## config.mk

```make
export PLATFORM = sky130hd
export DESIGN_NAME = unsorted_set_intersection_top
export DESIGN_NICKNAME = d
export VERILOG_FILES = /design/src/rtl/usi_pkg.sv /design/src/rtl/unsorted_set_intersection_top.sv /design/src/rtl/usi_ctrl.sv /design/src/rtl/usi_dp.sv
export SDC_FILE = /design/constraint.sdc
export NUM_CORES = 2
export LEC_CHECK = 0
export ABC_AREA = 0
export CORE_MARGIN = 3
export CORE_UTILIZATION = 45
export CTS_BUF_LIST = sky130_fd_sc_hd__clkbuf_8
export CTS_CLUSTER_DIAMETER = 30
export DETAILED_ROUTE_END_ITERATION = 10
export DONT_BUFFER_PORTS = 1
export PLACE_DENSITY_LB_ADDON = 0.3
export SYNTH_ARGS = -nofsm -noshare
export SYNTH_HDL_FRONTEND = slang
export SYNTH_SLANG_ARGS = --single-unit
```

## constraint.sdc

```tcl
create_clock -name clk -period 4.35 [get_ports clk]
set_input_delay 0.435 -clock clk [delete_from_list [all_inputs] [get_ports clk]]
set_output_delay 0.435 -clock clk [all_outputs]
set_load 0.02 [all_outputs]
```

## src/rtl/usi_pkg.sv

```systemverilog
// Package: shared types, action codes and defaults for the set intersection block.
`timescale 1ns / 1ps

package usi_pkg;

	localparam int SET_DEPTH_DEF = 256;
	localparam int ID_BITS_DEF   = 16;

	localparam logic [15:0] COUNT_MAX = 16'hFFFF;

	localparam logic [1:0] ACT_CLEAR  = 2'd0;
	localparam logic [1:0] ACT_APPEND = 2'd1;
	localparam logic [1:0] ACT_PROBE  = 2'd2;

	typedef struct packed {
		logic [1:0]  action;
		logic [15:0] member_id;
		logic        last;
	} req_t;

	typedef struct packed {
		logic [15:0] matched_id;
		logic        hit;
		logic        pass_end;
		logic [15:0] match_count;
		logic        nonempty;
		logic        store_overflow;
	} rsp_t;

	typedef enum logic [1:0] {
		ST_IDLE,
		ST_SCAN,
		ST_DRAIN,
		ST_RESULT
	} state_t;

	typedef struct packed {
		logic take;
		logic issue;
		logic emit;
	} cmd_t;

	typedef struct packed {
		logic is_probe;
		logic empty;
		logic last_issue;
		logic slot_free;
	} status_t;

endpackage

```

## src/rtl/unsorted_set_intersection_top.sv

```systemverilog
// Flow: clear and append are taken in ST_IDLE; a probe with n stored ids (n <= SET_DEPTH) goes
// through ST_SCAN, ST_DRAIN and ST_RESULT (straight to ST_RESULT on an empty store).
// A new request is taken only back in ST_IDLE, so probes do not overlap. The scan reads through
// the single memory read port, one stored id per cycle. Results wait in an output register.
// Reset: arst_n clears control, counts and flags; the id store is not cleared.
`timescale 1ns / 1ps

module unsorted_set_intersection_top #(
	parameter int SET_DEPTH = usi_pkg::SET_DEPTH_DEF,
	parameter int ID_BITS   = usi_pkg::ID_BITS_DEF
) (
	input  logic          clk,
	input  logic          arst_n,
	input  logic          req_valid,
	output logic          req_ready,
	input  usi_pkg::req_t req,
	output logic          rsp_valid,
	input  logic          rsp_ready,
	output usi_pkg::rsp_t rsp
);

	usi_pkg::cmd_t    cmd;
	usi_pkg::status_t status;

	usi_ctrl u_ctrl (
		.clk       (clk),
		.arst_n    (arst_n),
		.req_valid (req_valid),
		.req_ready (req_ready),
		.status    (status),
		.cmd       (cmd)
	);

	usi_dp #(
		.SET_DEPTH (SET_DEPTH),
		.ID_BITS   (ID_BITS)
	) u_dp (
		.clk       (clk),
		.arst_n    (arst_n),
		.req       (req),
		.cmd       (cmd),
		.status    (status),
		.rsp_valid (rsp_valid),
		.rsp_ready (rsp_ready),
		.rsp       (rsp)
	);

endmodule

```

## src/rtl/usi_ctrl.sv

```systemverilog
// Controller: sequences accept, memory scan and result write-back.
`timescale 1ns / 1ps

module usi_ctrl (
	input  logic             clk,
	input  logic             arst_n,
	input  logic             req_valid,
	output logic             req_ready,
	input  usi_pkg::status_t status,
	output usi_pkg::cmd_t    cmd
);

	usi_pkg::state_t state_q;
	usi_pkg::state_t state_d;

	always_ff @(posedge clk or negedge arst_n) begin
		if (!arst_n) begin
			state_q <= usi_pkg::ST_IDLE;
		end else begin
			state_q <= state_d;
		end
	end

	always_comb begin
		state_d   = state_q;
		req_ready = 1'b0;
		cmd       = '0;
		unique case (state_q)
			usi_pkg::ST_IDLE: begin
				req_ready = 1'b1;
				if (req_valid) begin
					cmd.take = 1'b1;
					if (status.is_probe) begin
						state_d = status.empty ? usi_pkg::ST_RESULT : usi_pkg::ST_SCAN;
					end
				end
			end
			usi_pkg::ST_SCAN: begin
				cmd.issue = 1'b1;
				if (status.last_issue) begin
					state_d = usi_pkg::ST_DRAIN;
				end
			end
			usi_pkg::ST_DRAIN: begin
				state_d = usi_pkg::ST_RESULT;
			end
			usi_pkg::ST_RESULT: begin
				if (status.slot_free) begin
					cmd.emit = 1'b1;
					state_d  = usi_pkg::ST_IDLE;
				end
			end
			default: begin
				state_d = usi_pkg::ST_IDLE;
			end
		endcase
	end

endmodule

```

## src/rtl/usi_dp.sv

```systemverilog
// Datapath: id store memory, scan compare, pass counters and result register.
`timescale 1ns / 1ps

module usi_dp #(
	parameter int SET_DEPTH = usi_pkg::SET_DEPTH_DEF,
	parameter int ID_BITS   = usi_pkg::ID_BITS_DEF
) (
	input  logic              clk,
	input  logic              arst_n,
	input  usi_pkg::req_t     req,
	input  usi_pkg::cmd_t     cmd,
	output usi_pkg::status_t  status,
	output logic              rsp_valid,
	input  logic              rsp_ready,
	output usi_pkg::rsp_t     rsp
);

	localparam int KEY_BITS = (ID_BITS < 16) ? ID_BITS : 16;
	localparam int IDX_W    = (SET_DEPTH > 1) ? $clog2(SET_DEPTH) : 1;
	localparam int CNT_W    = $clog2(SET_DEPTH + 1);
	localparam logic [CNT_W-1:0] FULL = CNT_W'(SET_DEPTH);

	logic [KEY_BITS-1:0] mem [SET_DEPTH];

	logic [CNT_W-1:0]    count_q;
	logic                ovf_q;
	logic [15:0]         pass_q;
	logic [KEY_BITS-1:0] probe_id_q;
	logic                probe_last_q;
	logic [IDX_W-1:0]    idx_q;
	logic [KEY_BITS-1:0] rd_s1;
	logic                rd_vld_s1;
	logic                hit_q;
	logic                rsp_valid_q;
	usi_pkg::rsp_t       rsp_q;

	logic [KEY_BITS-1:0] key;
	logic                do_append;
	logic                do_clear;
	logic [15:0]         pass_next;

	assign key       = req.member_id[KEY_BITS-1:0];
	assign do_clear  = cmd.take && (req.action == usi_pkg::ACT_CLEAR);
	assign do_append = cmd.take && (req.action == usi_pkg::ACT_APPEND);

	assign status.is_probe   = (req.action == usi_pkg::ACT_PROBE);
	assign status.empty      = (count_q == '0);
	assign status.last_issue = (CNT_W'(idx_q) == (count_q - CNT_W'(1)));
	assign status.slot_free  = !rsp_valid_q || rsp_ready;

	assign pass_next = (hit_q && (pass_q != usi_pkg::COUNT_MAX)) ? pass_q + 16'd1 : pass_q;

	// store memory: one write port, one registered read port
	always_ff @(posedge clk) begin
		if (do_append && (count_q < FULL)) begin
			mem[count_q[IDX_W-1:0]] <= key;
		end
		if (cmd.issue) begin
			rd_s1 <= mem[idx_q];
		end
	end

	always_ff @(posedge clk) begin
		if (cmd.take) begin
			probe_id_q   <= key;
			probe_last_q <= req.last;
		end
		if (cmd.emit) begin
			rsp_q.matched_id     <= 16'(probe_id_q);
			rsp_q.hit            <= hit_q;
			rsp_q.pass_end       <= probe_last_q;
			rsp_q.match_count    <= pass_next;
			rsp_q.nonempty       <= (pass_next != 16'd0);
			rsp_q.store_overflow <= ovf_q;
		end
	end

	always_ff @(posedge clk or negedge arst_n) begin
		if (!arst_n) begin
			count_q     <= '0;
			ovf_q       <= 1'b0;
			pass_q      <= '0;
			idx_q       <= '0;
			rd_vld_s1   <= 1'b0;
			hit_q       <= 1'b0;
			rsp_valid_q <= 1'b0;
		end else begin
			rd_vld_s1 <= cmd.issue;
			if (do_clear) begin
				count_q <= '0;
				ovf_q   <= 1'b0;
			end else if (do_append) begin
				if (count_q < FULL) begin
					count_q <= count_q + CNT_W'(1);
				end else begin
					ovf_q <= 1'b1;
				end
			end
			if (cmd.take) begin
				idx_q <= '0;
				hit_q <= 1'b0;
			end else begin
				if (cmd.issue) begin
					idx_q <= idx_q + IDX_W'(1);
				end
				if (rd_vld_s1 && (rd_s1 == probe_id_q)) begin
					hit_q <= 1'b1;
				end
			end
			if (cmd.emit) begin
				pass_q      <= probe_last_q ? 16'd0 : pass_next;
				rsp_valid_q <= 1'b1;
			end else if (rsp_ready) begin
				rsp_valid_q <= 1'b0;
			end
		end
	end

	assign rsp_valid = rsp_valid_q;
	assign rsp       = rsp_q;

endmodule

```

# After elaboration in Yosys (flattened, before gate mapping)
# Memory sizes are Yosys's and may differ from the RTL's. A register that Yosys moved wholly into a read port is not among the register bits.
# Index checks and enable logic that the tools add are counted.
dict set report op_classes {
  n_lt_le_gt_ge 1
  n_reduce_logical 19
  mux 28
  n_eq_ne 13
  add_sub_neg 4
}
# operator n
set ops {}
lappend ops {{two-way mux 16 bit} 2}
lappend ops {{two-way mux 9 bit} 3}
lappend ops {{adder 16 x 1 -> 16 bit (second input constant)} 1}
lappend ops {{== test 16 bit} 1}
lappend ops {{two-way mux 8 bit} 2}
lappend ops {{inequality test 16 bit (second input constant)} 1}
lappend ops {{nonzero test 16 bit} 1}
lappend ops {{two-way mux 1 bit} 15}
lappend ops {{two-way mux 2 bit} 5}
lappend ops {{nonzero test 2 bit} 5}
lappend ops {{adder 9 x 1 -> 9 bit (second input constant)} 1}
lappend ops {{== test 8 x 9 -> 1 bit} 1}
lappend ops {{zero test 9 bit} 1}
lappend ops {{less-than comparator 9 bit (second input constant)} 1}
lappend ops {{subtractor 9 x 1 -> 9 bit (second input constant)} 1}
lappend ops {{adder 8 x 1 -> 8 bit (second input constant)} 1}
lappend ops {{inequality test 2 bit (second input constant)} 4}
lappend ops {{case mux 2 bit (4 select lines)} 1}
lappend ops {{== test 2 bit (second input constant)} 3}
lappend ops {{logical AND 1 bit} 5}
lappend ops {{== test 2 x 1 -> 1 bit (second input constant)} 2}
lappend ops {{zero test 2 bit} 2}
lappend ops {{AND reduction 2 bit} 2}
lappend ops {{AND reduction 4 bit} 1}
lappend ops {{other kinds (3)} 3}
dict set report totals {
  wordCells 82
  ram_bits 4096
  inputBits 23
  memories 1
  output_inout_bits 38
  reg_bits 92
}
# memory words word_bits rd rd_ports_with_merged_regs wr line
set memory_table {}
lappend memory_table {u_dp.mem 256 16 1 1 1 usi_dp.sv:23} ;# logic [KEY_BITS-1:0] mem [SET_DEPTH];

# Depth between registers and ports, before layout
dict set report logic_depth {
  word_depth 6
  depth_mapped 13
  depth_no_buf 10
}

# Hierarchy
# A second synthesis with hierarchy kept.
dict set report unflattened {
  cells_unflattened 7471
  area_unflattened_um2 162190.6
}
# module cells_per_inst n_inst area_each_um2 seq_area_each_um2
set modules_own_cells {}
lappend modules_own_cells {usi_dp 7451 1 161972.8 125995.8}
lappend modules_own_cells {usi_ctrl 20 1 217.7 50.0}

# Worst setup path before layout
# No wires, ideal clock.
dict set report synth_timing {
  kind {reg-to-reg}
  startpoint {register u_ctrl.state_q[0]}
  endpoint {memory u_dp.mem[191][0] (netlist bit) (enable)}
  period_less_slack_ns 3.515
  setup_time_ns 0.430
  slack_ns 0.835
  arrival_ns 3.084
  path_buffers 1
  stages_incl_launch_ff 8
  required_ns 3.920
  cell_sequence {dfrtp_1 > inv_1 > ha_1 > nand2_1 > inv_1 > nand4b_1 > clkbuf_1 > nor4_1}
}
dict set report synth_between {
  elab_chain_len 6
}
# element line
set synth_lines {}
lappend synth_lines {{from (decl)} usi_ctrl.sv:13} ;# usi_pkg::state_t state_q;
lappend synth_lines {{from (signal assigned)} usi_ctrl.sv:18} ;# state_q <= usi_pkg::ST_IDLE;
lappend synth_lines {{from (signal assigned)} usi_ctrl.sv:20} ;# state_q <= state_d;
lappend synth_lines {{zero test 2 bit} usi_ctrl.sv:28} ;# unique case (state_q)
lappend synth_lines {{two-way mux 1 bit} usi_ctrl.sv:28}
lappend synth_lines {{logical AND 1 bit} usi_dp.sv:44} ;# assign do_append = cmd.take && (req.action == usi_pkg::ACT_APPEND);
lappend synth_lines {{logical AND 1 bit} usi_dp.sv:55} ;# if (do_append && (count_q < FULL)) begin
lappend synth_lines {{two-way mux 1 bit} usi_dp.sv:55}
lappend synth_lines {{two-way mux 1 bit (not written as such)} usi_dp.sv:56} ;# mem[count_q[IDX_W-1:0]] <= key;
lappend synth_lines {{to (decl)} usi_dp.sv:23}
# Every way passes these cells.

==> results.md <==
- Outcome: finished with violations
- Failing checks: max-slew violations
- Cell Area, Synth: 0.162 mm²
- Static Leakage: 60.2 nW
- Fmax: 0.235 GHz
- Post-DP HPWL: about 270,000 µm
- Top post-synthesis cells by area: edfxtp_1, mux4_2, mux2i_1, nor2_1, dfrtp_1
- Reg clk slew, reported paths: roughly 0.060 ns
- CTS Buf Count: 748
- Reg area: 0.126 mm²
- Endpoints failing setup: 0
- Slowest-stage cell, CP: a211oi_1
- Via density per instance: 6.18
- Largest fanout on the critical path: 18
- Via count: 85,700
- Antenna violations before repair: 41
- H-Tree Depth: 6
- Relative slew slack: -0.102
- Nets: 8,472
- Reg2Reg Setup Slack: 0.09 ns
- Ports: 61
- Initial core utilization: 0.452
- Reg2reg path depth: 9
- Warnings from Yosys: 0
- Die Y: 607 µm
- First-pass GRT wire length: 660,000 µm
- Worst Hold Depth: 3
- Initial drt markers: roughly 13,000
- Netlist cell types: between 70 and 80
- Routability cong.: 0.909
- Capturing point of the worst reg2reg path: u_dp.rd_s1[8]
- Final WL: 471,000 µm
- Slew Limit Fails: approximately 500
- Hold worst-path end: u_dp.rsp_valid
- Routed Antenna Nets: 0
- Yosys top cell area share: 0.770
- Die X: 607 µm
- Post-Syn Instances: 7,437
- Largest net degree at the start of global routing: 258
- Layout area overhead: 15.9%
- Clock Latency Late Sink: around 1.3 ns
- Residual DRC count: 0
- Worst r2r src: u_dp.idx_q[0]
- CP Class: register to register
- Mean Syn Cell Area: approximately 22 µm²
- Setup Skew: 0.106 ns
- Fill count: between 20,000 and 30,000
- Final Hold Fails: 0
- CP Launch Type: register
- Slowest cell delay on critical path: about 0.80 ns
- Placed Cells: ~12,000
- DRT Pass-1 Iters: 6
- Tcrit/Tclk final: 0.979
- Post-CTS Setup Bufs: 0
- Top-count cell post-synth: edfxtp_1
- Core region area: ~0.36 mm²
- Ys async rst share: 0.00928
- Core Rows: 220
- Crit path max-delay family: compound AO/OA/AOI/OAI gates
- RSZ-0062 raised after global routing: no
- Post-detailed-route wirelength per cell: 34.0 µm
- CTS Buffer Depth: 4
- Actual slew at the worst max-slew pin: 1.65 ns
- Syn Nets: 7,470
- Hold Crit Class: input port to register
- Seq/Total Area, Yosys: 0.776
- Post-Layout Inst Area: 0.188 mm²
- Seq cells post-synth: 4,204
- CP endpoint kind: register
- Non-filler cells in the finished layout: 13,900
- TritonCTS clock tree: done
- Max Cap Viol: 0
- Min Tclk post-route: 4.26 ns
- Placed inst area: 0.172 mm²
- Buffers on Ports: 0
- Critical-path cell list: buf_12 > buf_4 > mux4_2 > and2_1 > a211oi_1 > o311ai_0 > o211ai_1 > o21ai_1 > a22o_1
- Commonest cells post-synth: edfxtp_1, mux4_2, mux2i_1
- Remaining Overflow, GRT: 0
- Layout cells sized above 1: 0.314
- Pwr Density: around 570 mW/mm²
- CP Depth: 9
- GRT Util Overall: 0.254
- CP Data Required Time: 5.35 ns
- Ys flop type: edfxtp_1
- Vias in the first global route: 85,200
- CP Buf/Inv Count: 2
- Clk sinks: 4,204
- Min-delay src: rsp_ready
- Yosys top cell by area: edfxtp_1
- Die area: 0.368 mm²
- Area of the multi-input gates: 0.0343 mm²
- Worst IR Drop VDD: 0.000350 V
- Worst EP arrival: 5.26 ns
- CTS root buffer: clkbuf_8
- Post-synth EDFFs: around 4,200
logic make-up after synthesis:
group,share of synthesized area
muxes,0.159
AOI/OAI and AO/OA,0.0290
adders and majority gates,0.000770
buffers and inverters,0.0154
xor gates and xnor gates,0.00264
DFF,0.776
and+or+nand+nor,0.0174
repair_timing:
item	CTS	global route
pin swaps	0	0
resized for setup	1	3
hold endpoints to repair	4191	0
hold buffers	45	0
setup endpoints to repair	1	15
worst min-delay path, delay by kind of cell:
family,cells,cell delay [ns]
buffers and inverters,1,0.53
AND/OR/NAND/NOR,2,0.39
through the flow:
| stage | util | setup slack (ns) | hold slack [ns] | power [mW] | TNS (ns) |
|---|---|---|---|---|---|
| 6_report | 0.524 | 0.0934 | 0.166 | 107 | 0 |
| 5_1_grt | 0.524 | 0.0337 | 0.109 | 110 | 0 |
| 4_1_cts | 0.523 | 0.0106 | 0.0592 | 107 | 0 |
| 3_5_place_dp | 0.479 | -0.0518 | 0.141 | 69.7 | -0.0518 |
| 3_3_place_gp | 0.479 | -0.0207 | 0.141 | 69.6 | -0.0207 |
| 2_1_floorplan | - | 0.835 | 0.139 | 61.1 | 0 |
how the worst max path moves through the flow:
| stage | start | endpoint | slack, ns |
|---|---|---|---|
| 6_report | u_dp.idx_q[0] | u_dp.rd_s1[8] | 0.09 |
| 5_1_grt | u_ctrl.state_q[0] | u_dp.mem[168][1] | 0.03 |
| 4_1_cts | u_dp.idx_q[0] | u_dp.rd_s1[14] | 0.01 |
| 3_5_place_dp | u_dp.idx_q[0] | u_dp.rd_s1[6] | -0.05 |
| 3_3_place_gp | u_dp.idx_q[0] | u_dp.rd_s1[6] | -0.02 |
| 2_1_floorplan | u_ctrl.state_q[0] | u_dp.mem[191][0] | 0.84 |
where the power goes:
part / internal (mW) / switching [mW]
combinational: 10.4 / 13.8
clock: 20.2 / 16.8
sequential: 44.9 / 0.647
total: 75.6 / 31.3
metal layers:
| layer | track usage | wire (µm) |
|---|---|---|
| met5 | 0 | 127 |
| met4 | 0.101 | 20000 |
| met3 | 0.0674 | 55500 |
| met2 | 0.387 | 218000 |
| met1 | 0.351 | 177000 |
area by class of cell:
cell class | count | share of cell area
flip-flops and latches | 4204 | 0.670
multi-input cells | 2770 | 0.182
clock buffers | 763 | 0.0558
repair buffers | 690 | 0.0346
well taps | 4773 | 0.0317
clock inverters | 612 | 0.0251
inverters | 25 | 0.000538
diodes | 20 | 0.000266
cells in the final DEF, fill, tap and decap left out, types with 51 or more instances in the layout:
| cell type | synthesis | final |
|---|---|---|
| a21oi_1 | 148 | 148 |
| a221oi_1 | 78 | 78 |
| a22oi_1 | 73 | 73 |
| buf_12 | 0 | 57 |
| buf_4 | 65 | 578 |
| bufinv_16 | 0 | 61 |
| clkbuf_8 | 0 | 763 |
| clkinv_1 | 1 | 139 |
| clkinv_2 | 0 | 102 |
| clkinvlp_4 | 0 | 73 |
| edfxtp_1 | 4165 | 4165 |
| inv_1 | 23 | 196 |
| mux2i_1 | 411 | 411 |
| mux4_2 | 954 | 954 |
| nand2_1 | 145 | 133 |
| nor2_1 | 327 | 226 |
| nor2_2 | 0 | 98 |
| o21ai_0 | 81 | 81 |
| o221ai_1 | 51 | 51 |
state kept, by name, indices dropped and copies added, names as in the netlist, 2 cells and up:
name	flops
u_dp.mem	4096
u_dp.rsp	36
u_dp.pass_q	16
u_dp.probe_id_q	16
u_dp.rd_s1	16
u_dp.count_q	9
u_dp.idx_q	8
u_ctrl.state_q	2
No activity file was read; power rests on OpenSTA's default activity.
